<file path="src/rtl/fupp_pkg.sv">
// shared types, constants and helper functions for the form pair parser
`default_nettype none

package fupp_pkg;

    // default limits on kept raw bytes per pair
    localparam int NAME_MAX_DEF  = 32;
    localparam int VALUE_MAX_DEF = 32;

    // bit width of the name position passed to key matching
    localparam int KEY_POS_W = 6;

    // delimiter characters
    localparam logic [7:0] CH_EQUAL   = 8'h3D;
    localparam logic [7:0] CH_AMP     = 8'h26;
    localparam logic [7:0] CH_PERCENT = 8'h25;

    // input item kinds
    localparam logic KIND_BYTE = 1'b0;
    localparam logic KIND_END  = 1'b1;

    // result kinds
    typedef enum logic [1:0] {
        RK_NAME     = 2'd0,
        RK_VALUE    = 2'd1,
        RK_PAIR_END = 2'd2
    } result_kind_t;

    // fixed key table
    localparam int KEY_COUNT = 6;
    localparam int KEY_STR_W = 8 * 13;
    localparam logic [2:0] KEY_NONE = 3'd6;

    localparam logic [KEY_STR_W-1:0] KEY_STR [KEY_COUNT] = '{
        "ssid",
        "password",
        {"mqtt_", "username"},
        {"mqtt_", "password"},
        {"mqtt_", "host"},
        {"mqtt_", "port"}
    };
    localparam logic [3:0] KEY_LEN [KEY_COUNT] = '{4'd4, 4'd8, 4'd13, 4'd13, 4'd9, 4'd9};

    // one result item
    typedef struct packed {
        result_kind_t kind;
        logic [7:0]   data;
        logic [2:0]   key;
        logic         last;
    } result_t;

    // up to three results produced by one input transfer
    typedef struct packed {
        logic [1:0]        count;
        result_t [2:0]     res;
    } burst_t;

    // character c at position pos of key k
    function automatic logic key_match(input int k, input logic [KEY_POS_W-1:0] pos,
                                       input logic [7:0] c);
        logic [3:0] len;
        logic [3:0] sel;
        len = KEY_LEN[k];
        if (pos >= KEY_POS_W'(len)) begin
            return 1'b0;
        end
        // strings are right-justified: first char sits highest
        sel = len - 4'(pos) - 4'd1;
        return KEY_STR[k][{sel, 3'b000} +: 8] == c;
    endfunction

    // hex digit value, 16 when not a hex digit
    function automatic logic [4:0] hex_val(input logic [7:0] c);
        logic [4:0] v;
        if (c >= 8'h30 && c <= 8'h39) begin
            v = 5'(c - 8'h30);
        end else if (c >= 8'h61 && c <= 8'h66) begin
            v = 5'(c - 8'h61 + 8'd10);
        end else if (c >= 8'h41 && c <= 8'h46) begin
            v = 5'(c - 8'h41 + 8'd10);
        end else begin
            v = 5'd16;
        end
        return v;
    endfunction

endpackage

`default_nettype wire

</file>
<file path="src/rtl/form_urlencoded_pair_parser_core.sv">
// top level of the form body name=value pair parser
//
// Input stream: one transfer per body byte (s_tuser = 0, byte in s_tdata) or an
// end-of-body marker (s_tuser = 1). Output stream: name bytes (m_tuser = 0),
// percent-decoded value bytes (m_tuser = 1) and pair ends (m_tuser = 2, key
// index in m_tdata[10:8]); m_tlast marks the final result of one input item.
// An item gives zero to three results.
// An accepted item is held in the input register, then its results are loaded
// into the result slots, which drive m_tvalid and the output fields.
// One item per cycle is taken while items give at most one result each and
// m_tready stays high; an item that gives two or three results holds the next
// item back while the result register drains to its last entry.
// When m_tready is low, occupied result slots hold and s_tready falls once the
// input register is occupied as well. Reset empties both registers and
// returns the pair state to an empty name with all keys still matching.
`default_nettype none

module form_urlencoded_pair_parser_core #(
    parameter int NAME_MAX  = fupp_pkg::NAME_MAX_DEF,
    parameter int VALUE_MAX = fupp_pkg::VALUE_MAX_DEF
) (
    input  wire logic        aclk,
    input  wire logic        aresetn,
    input  wire logic        s_tvalid,
    output logic             s_tready,
    input  wire logic [7:0]  s_tdata,   // data_byte
    input  wire logic        s_tuser,   // kind
    output logic             m_tvalid,
    input  wire logic        m_tready,
    output logic [15:0]      m_tdata,   // out_byte [7:0], key_index [10:8], zero fill
    output logic [1:0]       m_tuser,   // result_kind
    output logic             m_tlast    // last_of_run
);

    logic              can_take;
    logic              take;
    logic              kind;
    logic [7:0]        data_byte;
    fupp_pkg::burst_t  burst;
    fupp_pkg::result_t head;

    fupp_in_stage u_in (
        .aclk      (aclk),
        .aresetn   (aresetn),
        .s_tvalid  (s_tvalid),
        .s_tready  (s_tready),
        .s_kind    (s_tuser),
        .s_byte    (s_tdata),
        .can_take  (can_take),
        .take      (take),
        .kind      (kind),
        .data_byte (data_byte)
    );

    fupp_decode #(
        .NAME_MAX  (NAME_MAX),
        .VALUE_MAX (VALUE_MAX)
    ) u_dec (
        .aclk      (aclk),
        .aresetn   (aresetn),
        .take      (take),
        .kind      (kind),
        .data_byte (data_byte),
        .burst     (burst)
    );

    fupp_out_queue u_out (
        .aclk     (aclk),
        .aresetn  (aresetn),
        .burst    (burst),
        .can_take (can_take),
        .m_valid  (m_tvalid),
        .m_ready  (m_tready),
        .head     (head)
    );

    // output field packing
    assign m_tdata = {5'b00000, head.key, head.data};
    assign m_tuser = head.kind;
    assign m_tlast = head.last;

endmodule

`default_nettype wire

</file>
<file path="src/rtl/fupp_in_stage.sv">
// input register stage for body bytes and end-of-body markers
`default_nettype none

module fupp_in_stage (
    input  wire logic       aclk,
    input  wire logic       aresetn,
    input  wire logic       s_tvalid,
    output logic            s_tready,
    input  wire logic       s_kind,
    input  wire logic [7:0] s_byte,
    input  wire logic       can_take,
    output logic            take,
    output logic            kind,
    output logic [7:0]      data_byte
);

    logic       valid_reg;
    logic       kind_reg;
    logic [7:0] byte_reg;

    // held item moves on when the result side has room
    assign take     = valid_reg && can_take;
    assign s_tready = !valid_reg || take;

    // control
    always_ff @(posedge aclk) begin
        if (!aresetn) begin
            valid_reg <= 1'b0;
        end else if (s_tvalid && s_tready) begin
            valid_reg <= 1'b1;
        end else if (take) begin
            valid_reg <= 1'b0;
        end
    end

    // payload
    always_ff @(posedge aclk) begin
        if (s_tvalid && s_tready) begin
            kind_reg <= s_kind;
            byte_reg <= s_byte;
        end
    end

    assign kind      = kind_reg;
    assign data_byte = byte_reg;

endmodule

`default_nettype wire

</file>
<file path="src/rtl/fupp_decode.sv">
// pair state and single-pass decode of one item into up to three results
`default_nettype none

module fupp_decode #(
    parameter int NAME_MAX  = fupp_pkg::NAME_MAX_DEF,
    parameter int VALUE_MAX = fupp_pkg::VALUE_MAX_DEF
) (
    input  wire logic             aclk,
    input  wire logic             aresetn,
    input  wire logic             take,
    input  wire logic             kind,
    input  wire logic [7:0]       data_byte,
    output fupp_pkg::burst_t      burst
);

    localparam int NAME_CW  = $clog2(NAME_MAX + 1);
    localparam int VALUE_CW = $clog2(VALUE_MAX + 1);

    logic                            val_part_reg,  val_part_next;
    logic [NAME_CW-1:0]              name_cnt_reg,  name_cnt_next;
    logic [VALUE_CW-1:0]             value_cnt_reg, value_cnt_next;
    logic [fupp_pkg::KEY_COUNT-1:0]  prefix_reg,    prefix_next;
    logic [1:0]                      held_cnt_reg,  held_cnt_next;
    logic [7:0]                      held_hex_reg,  held_hex_next;

    fupp_pkg::result_t [2:0] res;
    logic [1:0]              n;
    logic [4:0]              h;
    logic [4:0]              hh;
    logic [2:0]              idx;
    logic                    do_pair_end;
    logic                    do_fresh;

    // next state and results
    always_comb begin
        val_part_next  = val_part_reg;
        name_cnt_next  = name_cnt_reg;
        value_cnt_next = value_cnt_reg;
        prefix_next    = prefix_reg;
        held_cnt_next  = held_cnt_reg;
        held_hex_next  = held_hex_reg;
        res            = '0;
        n              = 2'd0;
        do_pair_end    = 1'b0;
        do_fresh       = 1'b0;
        h              = fupp_pkg::hex_val(data_byte);
        hh             = fupp_pkg::hex_val(held_hex_reg);
        idx            = fupp_pkg::KEY_NONE;

        if (kind == fupp_pkg::KIND_END) begin
            if (name_cnt_reg != '0) begin
                do_pair_end = 1'b1;
            end else begin
                val_part_next  = 1'b0;
                name_cnt_next  = '0;
                value_cnt_next = '0;
                prefix_next    = '1;
                held_cnt_next  = 2'd0;
                held_hex_next  = 8'h00;
            end
        end else if (!val_part_reg) begin
            // name part
            if (data_byte == fupp_pkg::CH_EQUAL) begin
                val_part_next  = 1'b1;
                value_cnt_next = '0;
                held_cnt_next  = 2'd0;
                held_hex_next  = 8'h00;
            end else if (name_cnt_reg < NAME_CW'(NAME_MAX)) begin
                res[n] = '{fupp_pkg::RK_NAME, data_byte, 3'd0, 1'b0};
                n      = n + 2'd1;
                for (int k = 0; k < fupp_pkg::KEY_COUNT; k++) begin
                    if (!fupp_pkg::key_match(k, fupp_pkg::KEY_POS_W'(name_cnt_reg),
                                             data_byte)) begin
                        prefix_next[k] = 1'b0;
                    end
                end
                name_cnt_next = name_cnt_reg + NAME_CW'(1);
            end
        end else if (data_byte == fupp_pkg::CH_AMP) begin
            do_pair_end = 1'b1;
        end else if (value_cnt_reg < VALUE_CW'(VALUE_MAX)) begin
            // value part with percent decoding
            value_cnt_next = value_cnt_reg + VALUE_CW'(1);
            if (held_cnt_reg == 2'd1) begin
                if (h < 5'd16) begin
                    held_cnt_next = 2'd2;
                    held_hex_next = data_byte;
                end else begin
                    held_cnt_next = 2'd0;
                    res[n] = '{fupp_pkg::RK_VALUE, fupp_pkg::CH_PERCENT, 3'd0, 1'b0};
                    n      = n + 2'd1;
                    do_fresh = 1'b1;
                end
            end else if (held_cnt_reg == 2'd2) begin
                held_cnt_next = 2'd0;
                held_hex_next = 8'h00;
                if (h < 5'd16) begin
                    res[n] = '{fupp_pkg::RK_VALUE, {hh[3:0], h[3:0]}, 3'd0, 1'b0};
                    n      = n + 2'd1;
                end else begin
                    res[n] = '{fupp_pkg::RK_VALUE, fupp_pkg::CH_PERCENT, 3'd0, 1'b0};
                    n      = n + 2'd1;
                    res[n] = '{fupp_pkg::RK_VALUE, held_hex_reg, 3'd0, 1'b0};
                    n      = n + 2'd1;
                    do_fresh = 1'b1;
                end
            end else begin
                held_cnt_next = 2'd0;
                do_fresh      = 1'b1;
            end

            // breaking or plain byte examined afresh
            if (do_fresh) begin
                if (data_byte == fupp_pkg::CH_PERCENT) begin
                    held_cnt_next = 2'd1;
                end else begin
                    res[n] = '{fupp_pkg::RK_VALUE, data_byte, 3'd0, 1'b0};
                    n      = n + 2'd1;
                end
            end
        end

        // pair end: flush held bytes, report key, clear pair
        if (do_pair_end) begin
            if (held_cnt_reg >= 2'd1) begin
                res[n] = '{fupp_pkg::RK_VALUE, fupp_pkg::CH_PERCENT, 3'd0, 1'b0};
                n      = n + 2'd1;
            end
            if (held_cnt_reg == 2'd2) begin
                res[n] = '{fupp_pkg::RK_VALUE, held_hex_reg, 3'd0, 1'b0};
                n      = n + 2'd1;
            end
            for (int k = fupp_pkg::KEY_COUNT - 1; k >= 0; k--) begin
                if (prefix_reg[k]) begin
                    idx = 3'(k);
                end
            end
            res[n] = '{fupp_pkg::RK_PAIR_END, 8'h00, idx, 1'b0};
            n      = n + 2'd1;
            val_part_next  = 1'b0;
            name_cnt_next  = '0;
            value_cnt_next = '0;
            prefix_next    = '1;
            held_cnt_next  = 2'd0;
            held_hex_next  = 8'h00;
        end

        // mark final result of this item
        if (n != 2'd0) begin
            res[n - 2'd1].last = 1'b1;
        end

        burst.res   = res;
        burst.count = take ? n : 2'd0;
    end

    // state registers
    always_ff @(posedge aclk) begin
        if (!aresetn) begin
            val_part_reg  <= 1'b0;
            name_cnt_reg  <= '0;
            value_cnt_reg <= '0;
            prefix_reg    <= '1;
            held_cnt_reg  <= 2'd0;
            held_hex_reg  <= 8'h00;
        end else if (take) begin
            val_part_reg  <= val_part_next;
            name_cnt_reg  <= name_cnt_next;
            value_cnt_reg <= value_cnt_next;
            prefix_reg    <= prefix_next;
            held_cnt_reg  <= held_cnt_next;
            held_hex_reg  <= held_hex_next;
        end
    end

endmodule

`default_nettype wire

</file>
<file path="src/rtl/fupp_out_queue.sv">
// three-slot result register that drains one result per transfer
`default_nettype none

module fupp_out_queue (
    input  wire logic              aclk,
    input  wire logic              aresetn,
    input  wire fupp_pkg::burst_t  burst,
    output logic                   can_take,
    output logic                   m_valid,
    input  wire logic              m_ready,
    output fupp_pkg::result_t      head
);

    fupp_pkg::result_t [2:0] slot_reg;
    logic [1:0]              count_reg;
    logic                    pop;

    assign pop      = (count_reg != 2'd0) && m_ready;
    // a new burst lands only when the queue is empty after this cycle
    assign can_take = (count_reg == 2'd0) || (count_reg == 2'd1 && m_ready);
    assign m_valid  = count_reg != 2'd0;
    assign head     = slot_reg[0];

    // occupancy
    always_ff @(posedge aclk) begin
        if (!aresetn) begin
            count_reg <= 2'd0;
        end else if (burst.count != 2'd0) begin
            count_reg <= burst.count;
        end else if (pop) begin
            count_reg <= count_reg - 2'd1;
        end
    end

    // result slots
    always_ff @(posedge aclk) begin
        if (burst.count != 2'd0) begin
            slot_reg <= burst.res;
        end else if (pop) begin
            slot_reg[0] <= slot_reg[1];
            slot_reg[1] <= slot_reg[2];
        end
    end

endmodule

`default_nettype wire

</file>
<file path="config.mk">
export PLATFORM = sky130hd
export DESIGN_NAME = form_urlencoded_pair_parser_core
export DESIGN_NICKNAME = d
export VERILOG_FILES = /design/src/rtl/fupp_pkg.sv /design/src/rtl/form_urlencoded_pair_parser_core.sv /design/src/rtl/fupp_in_stage.sv /design/src/rtl/fupp_decode.sv /design/src/rtl/fupp_out_queue.sv
export SDC_FILE = /design/constraint.sdc
export NUM_CORES = 1
export LEC_CHECK = 0
export ABC_CLOCK_PERIOD_IN_PS = 5700
export BUFFER_PORTS_ARGS = -buffer_cell sky130_fd_sc_hd__buf_2
export CORE_MARGIN = 5
export CORE_UTILIZATION = 30
export DETAILED_ROUTE_END_ITERATION = 16
export PLACE_DENSITY = 0.52
export SLEW_MARGIN = 20
export SYNTH_ARGS = -nofsm -noshare
export SYNTH_HDL_FRONTEND = slang
export SYNTH_SLANG_ARGS = --single-unit
export TNS_END_PERCENT = 1
</file>
<file path="constraint.sdc">
create_clock -name aclk -period 5.7 [get_ports aclk]
set_clock_uncertainty 0.15 [all_clocks]
set_input_delay 0.285 -clock aclk [delete_from_list [all_inputs] [get_ports aclk]]
set_output_delay 0.285 -clock aclk [all_outputs]
set_load 0.02 [all_outputs]
</file>
# Word-level counts from Yosys, hierarchy flattened
# Index checks and enable logic that the tools add are counted.
# op_classes
eq_ne	25
shifts	6
add_sub_neg	26
n_reduce_logical	37
bitwise	3
n_lt_le_gt_ge	30
mux	199
# ops
op	n
$shiftx 104x8->8 const A	6
$mux 42	11
$mux 14	16
$bwmux 42	4
$demux 14 s2	5
$mux 28	4
$mux 6	18
$mux 1	81
$mux 8	10
$mux 2	35
$eq 8x8->1	6
$reduce_and 6->1	6
$ge 8x7->1 const B	4
$le 8x7->1 const B	4
$and 30x30->30	1
$not 30->30	1
$sub 4x1->4 const B	7
$mux 13	2
$eq 8x6->1 const B	3
$mux 12	2
$ne 3x2->1 const B	8
$ge 6x4->1 const B	3
$ge 8x6->1 const B	2
$le 8x6->1 const B	2
other kinds (34)	85
# totals
elab_cells	353
regBits	83
output_inout_bits	21

# Longest topological paths before layout
# Gate-level depths: netlist of run 1.
# depth
ltp_word	36
depth_mapped	22
ltp_nobuf	19

# Hierarchy
# From an unflattened synthesis of run 1, not the netlist that was laid out.
# unflattened
cells_unflattened	714
area_unflattened_um2	6546.3
# modules_own_cells
module	seq_area_each_um2	cells_per_inst	n_inst	area_per_inst_um2
fupp_decode	580.6	586	1	4196.5
fupp_out_queue	1301.2	107	1	1973.1
fupp_in_stage	290.3	15	1	335.3
form_urlencoded_pair_parser_core	0.0	6	1	41.3

# Worst setup path before layout of run 1
# Ideal clock, no wire load.
# synth_timing
path_type	register -> register
startpoint	register u_in.byte_reg[0] (netlist: u_in.data_byte[0])
endpoint	register u_out.slot_reg (netlist bit u_out.head[0]) (enable)
period_less_slack_ps	4681
setup_slack_ps	1019
required_time_ps	5161
arrival_ps	4141
stages_incl_launch_ff	20
path_cell_list	edfxtp_1 -> buf_2 -> inv_1 -> ha_1 -> inv_1 -> o311a_1 -> o22ai_4 -> o2111ai_4 -> ha_1 -> nor2b_1 -> inv_1 -> ha_1 -> o21ai_0 -> inv_1 -> ha_1 -> nand2_1 -> nand2_1 -> a31o_1 -> buf_6 -> nand2b_1
# synth_between
elab_chain_cells	31
word_cells_on_any_way	58
# synth_lines
item	line	text
start, declared	fupp_in_stage.sv:19	logic [7:0] byte_reg;
start signal, assigned	fupp_in_stage.sv:40	byte_reg <= s_byte;
$sub 5x1->5, or another cell as far along	fupp_pkg.sv:78, fupp_pkg.sv:80	
$add 5x4->5 or $logic_and 1x1->1 (tied branches)	fupp_pkg.sv:78, fupp_pkg.sv:80, fupp_pkg.sv:79	
$mux 5	fupp_pkg.sv:79	end else if (c >= 8'h41 && c <= 8'h46) begin
$mux 5	fupp_pkg.sv:77	end else if (c >= 8'h61 && c <= 8'h66) begin
$mux 5	fupp_pkg.sv:75	if (c >= 8'h30 && c <= 8'h39) begin
$lt 5x5->1	fupp_decode.sv:85, fupp_decode.sv:97	
$mux 2	fupp_decode.sv:97	if (h < 5'd16) begin
$mux 2	fupp_decode.sv:94	end else if (held_cnt_reg == 2'd2) begin
[15 not listed]	n/a	
$add 2x1->2	fupp_decode.sv:131	n = n + 2'd1;
$mux 2	fupp_decode.sv:129	if (held_cnt_reg == 2'd2) begin
$mux 2	fupp_decode.sv:124	if (do_pair_end) begin
$add 2x1->2	fupp_decode.sv:139	n = n + 2'd1;
$mux 2 *	fupp_decode.sv:124	
$mux 2 *	fupp_decode.sv:154	burst.count = take ? n : 2'd0;
$reduce_bool 2->1 *	fupp_out_queue.sv:37	if (burst.count != 2'd0) begin
$reduce_bool 2->1 (no source line) *	n/a	
end signal, assigned	fupp_out_queue.sv:38	slot_reg <= burst.res;
end, declared	fupp_out_queue.sv:14	fupp_pkg::result_t [2:0] slot_reg;
# Every way passes the cells marked *; elsewhere a longest branch is shown, timed or not. The select of a mux whose other input is x is not followed.
# A chain may end at the register's enable or synchronous reset.

# Worst setup path in the final report of run 1
# layout_timing
startpoint	register u_in.byte_reg[0] (netlist: u_in.data_byte[0])
endpoint	register u_out.slot_reg (netlist bit u_out.head[11]), data pin
# layout_between
elab_chain_cells	36
word_cells_on_any_way	107
# layout_lines
item	line
branches (longest 35 deep; another with $sub 5x1->5)	n/a
$mux 28 *	fupp_out_queue.sv:37
# Mark *: on every way between the ends. The select of a mux whose other input is x is not followed.

==> results.cfg, run 1 <==
[cells_and_area]
fin_area_sq_mm = 0.00679
drive_gt1_share_pct = 10.1
syn_to_final_growth_pct = 10.4
nets = 755
diodes = 0
largest_reg_flops = 28

[clock_tree]
cts_made_buffers = 9
cts_tree = yes
h-tree-depth = 3
clkLatencyLatePin_ns = 0.36
cts_hold_buf = 9
cts-root-buf = clkbuf_16
post_cts_resized = 0
clk_pin_slew_ns = 0.06
cts_setup_buffers = 0
cts.sinks = 83
clockBufferDepth = 2

[synthesis]
yosysSeqAreaShare_pct = 35.3
synth_cell_types = 85
ys_async_sr_fraction_pct = 0
syn_area_per_cell_sq_um = 8.76
synth_top_flop_cell = edfxtp_1
ys_seq_elements = 83
syn_area_sq_mm = 0.00615
yosysWarnings = 0
syn_inst = 702
synth-edff-count = 51

[critical_path]
cp_cell_sequence = buf_4 > ha_1 > o311a_1 > o22ai_4 > o2111ai_4 > ha_1 > nor2b_1 > inv_1 > ha_1 > o21ai_0 > inv_1 > ha_1 > o31ai_1 > a21boi_0 > a22oi_1 > o211ai_1 > o21a_1
arrival_ns = 5.14
r2r_slack_ns = 0.64
crit_required_ns = 5.78
r2r_cells = 17
r2r_start = u_in.data_byte[0]
crit_path_max_fanout = 18
timing.critical_path.mode_cell = ha_1
r2r-end = u_out.head[11]
cp_top_family = compound AO/OA/AOI/OAI gates
max_stage_delay_ns = 0.63
slowest_stage = o31ai_1
crit_buf_inv = 3
worst-setup-path-type = flop to flop
cp-end-kind = flop
start_kind = flop

[global_routing]
globalRouteOverflowTotal = 0
grt_pass1_wl_mm = 27.8
antenna_found_initial = 0
grt_max_degree = 35
first_global_vias = 4939
track_usage_pct = 14.7

[route]
drt-initial-drc-count = 511
ant_nets = 0
wl_mm = 17.2
drc = 0
dr.pass1.iters = 5
viasPerCell = 5.30
wl_per_cell_um = 17.6
vias = 5195

[min_path]
hold_depth = 3
holdCritStartpoint = s_tvalid
min_to = u_in.valid_reg
hold_path.class = input pin to flop

[placement]
dpl.hpwl_mm = 12.5
io_buffers = 28
place.gp.congestion = 0.854
dpl_cell_area_sq_mm = 0.00639

[floorplanning]
start_util_pct = 30.4
die_h_um = 153
io-pin-count = 34
core_area_sq_mm = 0.0202
die_w_um = 153
die_area_sq_mm = 0.0235
rows = 52

[status]
status = completed

[sta]
rsz0062_at_grt = no
worst_pin_slew_ns = 0.907
fmax_ghz = 0.198
slew_headroom_pct = 38.8
final_max_slew_viol_count = 0
finalHoldViolations = 0
period_needed_ns = 5.06
setup_viol = 0
fin_setup_tns_ns = 0
fin_crit_sh_pct = 88.7

[pwr]
max-vdd-ir-drop_mv = 0.146
power.leakage_uw = 0.00242
p_per_area_mw_per_mm2 = 286

[job]
max_cap_violations = 0
[metal layers]
layer  up-vias  track usage [%]  part of all wire [%]
li1       2539                -                     -
met1      2459             20.6                    47
met2       170             23.2                    46
met3        27             2.57                   5.3
met4         0             4.71                   1.7
met5         -                0                     0
[through the flow]
stage          setup WS (ns)  cells  hold WS (ns)  total power (uW)  utilization (%)
2_1_floorplan           1.02    706         0.234              1220                -
3_3_place_gp           0.902    956         0.314              1340             31.6
3_5_place_dp           0.750    956         0.313              1340             31.6
4_1_cts                0.721    981        0.0432              1960             33.5
5_1_grt                0.233    981        0.0967              2050             33.5
6_report               0.644    981        0.0407              1940             33.5
[area by class of cell]
class	count	area (sq um)
clock inverters	6	73.8
multi-input cells	534	3550
repair buffers	47	305
inverters	31	119
fillers	2080	13400
clock buffers	10	229
well taps	270	338
flip-flops and latches	83	2170
[synthesized netlist by cell type, drive strengths merged (3+ instances only)]
cell type	n	area (sq um)
mux2i	7	70.1
buf	34	234
edfxtp	51	1530
o211ai	4	30.0
nor2b	16	100
a32oi	3	45.1
clkbuf	24	90.1
a31oi	15	93.8
a21boi	6	56.3
o21ai	52	264
o31ai	11	87.6
a21o	3	22.5
a221oi	6	52.6
nand3	20	100
a22o	10	87.6
or2	3	18.8
nand2	70	263
nor3	16	96.4
dfxtp	32	641
a311oi	4	41.3
xor2	12	105
xnor2	30	270
o41ai	3	26.3
a41oi	3	33.8
o21a	6	45.0
or3	6	37.5
nand2b	10	62.6
and2	6	37.5
nand4	8	50.1
inv	30	115
a22oi	6	45.0
o22ai	5	45.0
nor4b	5	58.8
nor2	64	248
a211oi	7	52.6
a21oi	39	195
ha	36	450
and3	4	25.0
[power by group]
group	leakage (uW)	switching (uW)	internal, uW	total (uW)
clock	0.000141	267	345	612
sequential	0.000740	52.1	743	795
combinational	0.00154	348	187	535
[worst max-delay path by stage]
stage / startpoint / to / cells after the start
floorplan: u_in.data_byte[0] / u_out.head[0] / 19
global placement: u_in.data_byte[0] / u_out.head[8] / 17
detailed placement: u_in.data_byte[0] / u_out.head[11] / 17
CTS: u_in.data_byte[6] / u_out.head[11] / 16
global route: u_in.data_byte[0] / u_out.head[11] / 18
finish: u_in.data_byte[0] / u_out.head[11] / 17
[cells by family after synthesis]
group,count (synthesis),share of synthesized area [%]
xor+xnor,42,6.10
other cells,1,0.0610
compound gates,205,23.4
flops,83,35.3
mux,8,1.32
simple gates,238,19.2
buf+inv,89,7.20
fa+ha+maj,36,7.32
[worst register-to-register path, cell delays in order, from the launching register on]
cell,delay [ns]
edfxtp_1,0.38
buf_4,0.24
ha_1,0.31
o311a_1,0.41
o22ai_4,0.30
o2111ai_4,0.24
ha_1,0.36
nor2b_1,0.17
inv_1,0.08
ha_1,0.26
o21ai_0,0.26
inv_1,0.10
ha_1,0.28
o31ai_1,0.63
a21boi_0,0.37
a22oi_1,0.11
o211ai_1,0.13
o21a_1,0.15
[placed cells by master (no fill, tap or decap), types with 5 or more instances in the layout]
master	Yosys	layout
or3_1	6	6
nand4_1	8	8
and2_1	6	6
a31oi_1	15	15
nand2_1	70	70
conb_1	1	5
a22o_1	10	10
xor2_1	12	12
edfxtp_1	51	51
o21ai_0	43	43
mux2i_1	7	7
nor2_1	63	63
dlygate4sd3_1	0	9
buf_4	18	10
inv_1	29	29
a21oi_1	39	39
o21a_1	6	6
clkbuf_16	0	9
nor2b_1	16	16
o31ai_1	10	10
buf_2	7	28
nand3_1	20	20
a22oi_1	6	6
nand2b_1	10	10
dfxtp_1	32	32
xnor2_1	29	29
a211oi_1	7	7
nor3_1	14	14
ha_1	36	36
o21ai_1	8	8
a21boi_0	5	5
a221oi_1	6	6
Note: power is estimated with default switching activity, not from simulation.
==> run 2, diff against run 1 <==
Settings changed: CORE_UTILIZATION 30 to 45, PLACE_DENSITY 0.52 to 0.69.
==> run 2 against run 1 <==
Against the previous run: power down 0.70%; non-clock buffer count is the same; sequential cell count did not move; first-iteration DRC count shrank 25%; largest cell class unchanged.
==> results.cfg, run 2 (synthesis gave the netlist of run 1 again) <==
[critical_path]
crit_required_ns = 5.76
start_kind = flop
cp-end-kind = flop
arrival_ns = 5.26
worst-setup-path-type = flop to flop
crit_path_max_fanout = 18

[sta]
setup_viol = 0
rsz0062_at_grt = no
period_needed_ns = 5.20
whs_ns = 0.0543
fmax_ghz = 0.192
finalHoldViolations = 0
final_max_slew_viol_count = 0
slew_headroom_pct = 46.1
fin_crit_sh_pct = 91.2
fin_setup_tns_ns = 0
worst_pin_slew_ns = 0.808

[min_path]
hold_path.class = input pin to flop

[floorplanning]
start_util_pct = 46.1
rows = 42
die_area_sq_mm = 0.0161
die_w_um = 127
core_area_sq_mm = 0.0133
die_h_um = 127
io-pin-count = 34

[global_routing]
grt_max_degree = 33
first_global_vias = 5226
globalRouteOverflowTotal = 0
antenna_found_initial = 0
track_usage_pct = 21.1
grt_pass1_wl_mm = 27.2

[cells_and_area]
layout_common_cells = nand2_1 (70), nor2_1 (63), edfxtp_1 (51)
layout_commonest_cell = nand2_1
fillers = 1295
regArea_sq_mm = 0.00217
final_core_util_pct = 49.9
syn_to_final_growth_pct = 8.40
multi_input_area_sq_mm = 0.00355
nets = 755
drive_gt1_share_pct = 10.3
diodes = 0
largest_reg_flops = 28

[clock_tree]
cts_made_buffers = 9
cts_setup_buffers = 0
cts_tree = yes
cts.sinks = 83
cts-root-buf = clkbuf_16
clk_pin_slew_ns = 0.06
clockBufferDepth = 2
h-tree-depth = 3
clkLatencyLatePin_ns = 0.36

[placement]
dpl.hpwl_mm = 12.4
io_buffers = 28
place.gp.congestion = 0.952

[pwr]
internal_power_uw = 1270
p_per_area_mw_per_mm2 = 289
clkPwrFrac_pct = 30.9
power.leakage_uw = 0.00242
p_sw_share_pct = 34.0
p_seq_share_pct = 41.2
p_comb_share_pct = 27.9
switchingPower_uw = 656
max-vdd-ir-drop_mv = 0.152

[status]
status = completed

[route]
wl_per_cell_um = 19.1
ant_nets = 0
viasPerCell = 6.03
wl_mm = 16.9
drc = 0
dr.pass1.iters = 5
vias = 5345
drt-initial-drc-count = 383

[job]
max_cap_violations = 0
run 2: worst paths after layout:
| path | start | endpoint | slack [ns] | cells after the start |
|---|---|---|---|---|
| hold / removal | s_tvalid | u_in.valid_reg | 0.05 | 3 |
| setup reg to reg | u_in.data_byte[0] | u_out.head[8] | 0.50 | 17 |
| hold reg to reg | u_dec.prefix_reg[1] | u_dec.prefix_reg[1] | 0.35 | 2 |
| setup / recovery | u_in.data_byte[0] | u_out.head[8] | 0.50 | 17 |
run 2: cell type report:
| type | count | area share (%) |
|---|---|---|
| Timing Repair Buffer | 47 | 4.58 |
| Multi-Input combinational cell | 534 | 53.2 |
| Inverter | 31 | 1.78 |
| Clock inverter | 7 | 1.13 |
| Clock buffer | 9 | 3.38 |
| Tap cell | 176 | 3.30 |
| Sequential cell | 83 | 32.6 |
run 2: per-layer routing:
layer | vias to the layer above | track usage, % | part of all wire (%)
met3 | 45 | 2.86 | 5.4
met4 | 0 | 11.5 | 3.9
li1 | 2551 | - | -
met2 | 187 | 33.9 | 48
met1 | 2562 | 27.5 | 42
met5 | - | 0 | 0
run 2: stage by stage:
| stage | cells | setup WS [ns] | total power (uW) | cell area, sq um |
|---|---|---|---|---|
| finish | 887 | 0.503 | 1930 | 6670 |
| global route | 887 | 0.208 | 2030 | 6670 |
| CTS | 887 | 0.576 | 1940 | 6670 |
| detailed placement | 862 | 0.620 | 1340 | 6280 |
| global placement | 862 | 0.886 | 1330 | 6280 |
| floorplan | 706 | 1.02 | 1220 | 6160 |
run 2: timing repair:
item                      CTS  global route
hold endpoints to repair    9             0
resized for setup           0             0
hold buffers                9             0
run 2: critical path, stage by stage, from the launching register on:
cell	delay [ns]
edfxtp_1	0.40
buf_4	0.25
ha_1	0.30
o311a_1	0.41
o22ai_4	0.30
o2111ai_4	0.24
ha_1	0.35
nor2b_1	0.19
inv_1	0.08
ha_1	0.26
o21ai_0	0.28
inv_1	0.11
ha_1	0.27
o31ai_1	0.67
a21boi_0	0.35
a22oi_1	0.11
o211ai_1	0.14
o21a_1	0.16
run 2: power by group through the flow:
stage | combinational [uW] | clock (uW) | sequential, uW
detailed placement | 531 | 0 | 809
finish | 537 | 595 | 795
CTS | 537 | 608 | 796
global route | 592 | 638 | 803
floorplan | 437 | 0 | 784
global placement | 520 | 0 | 806
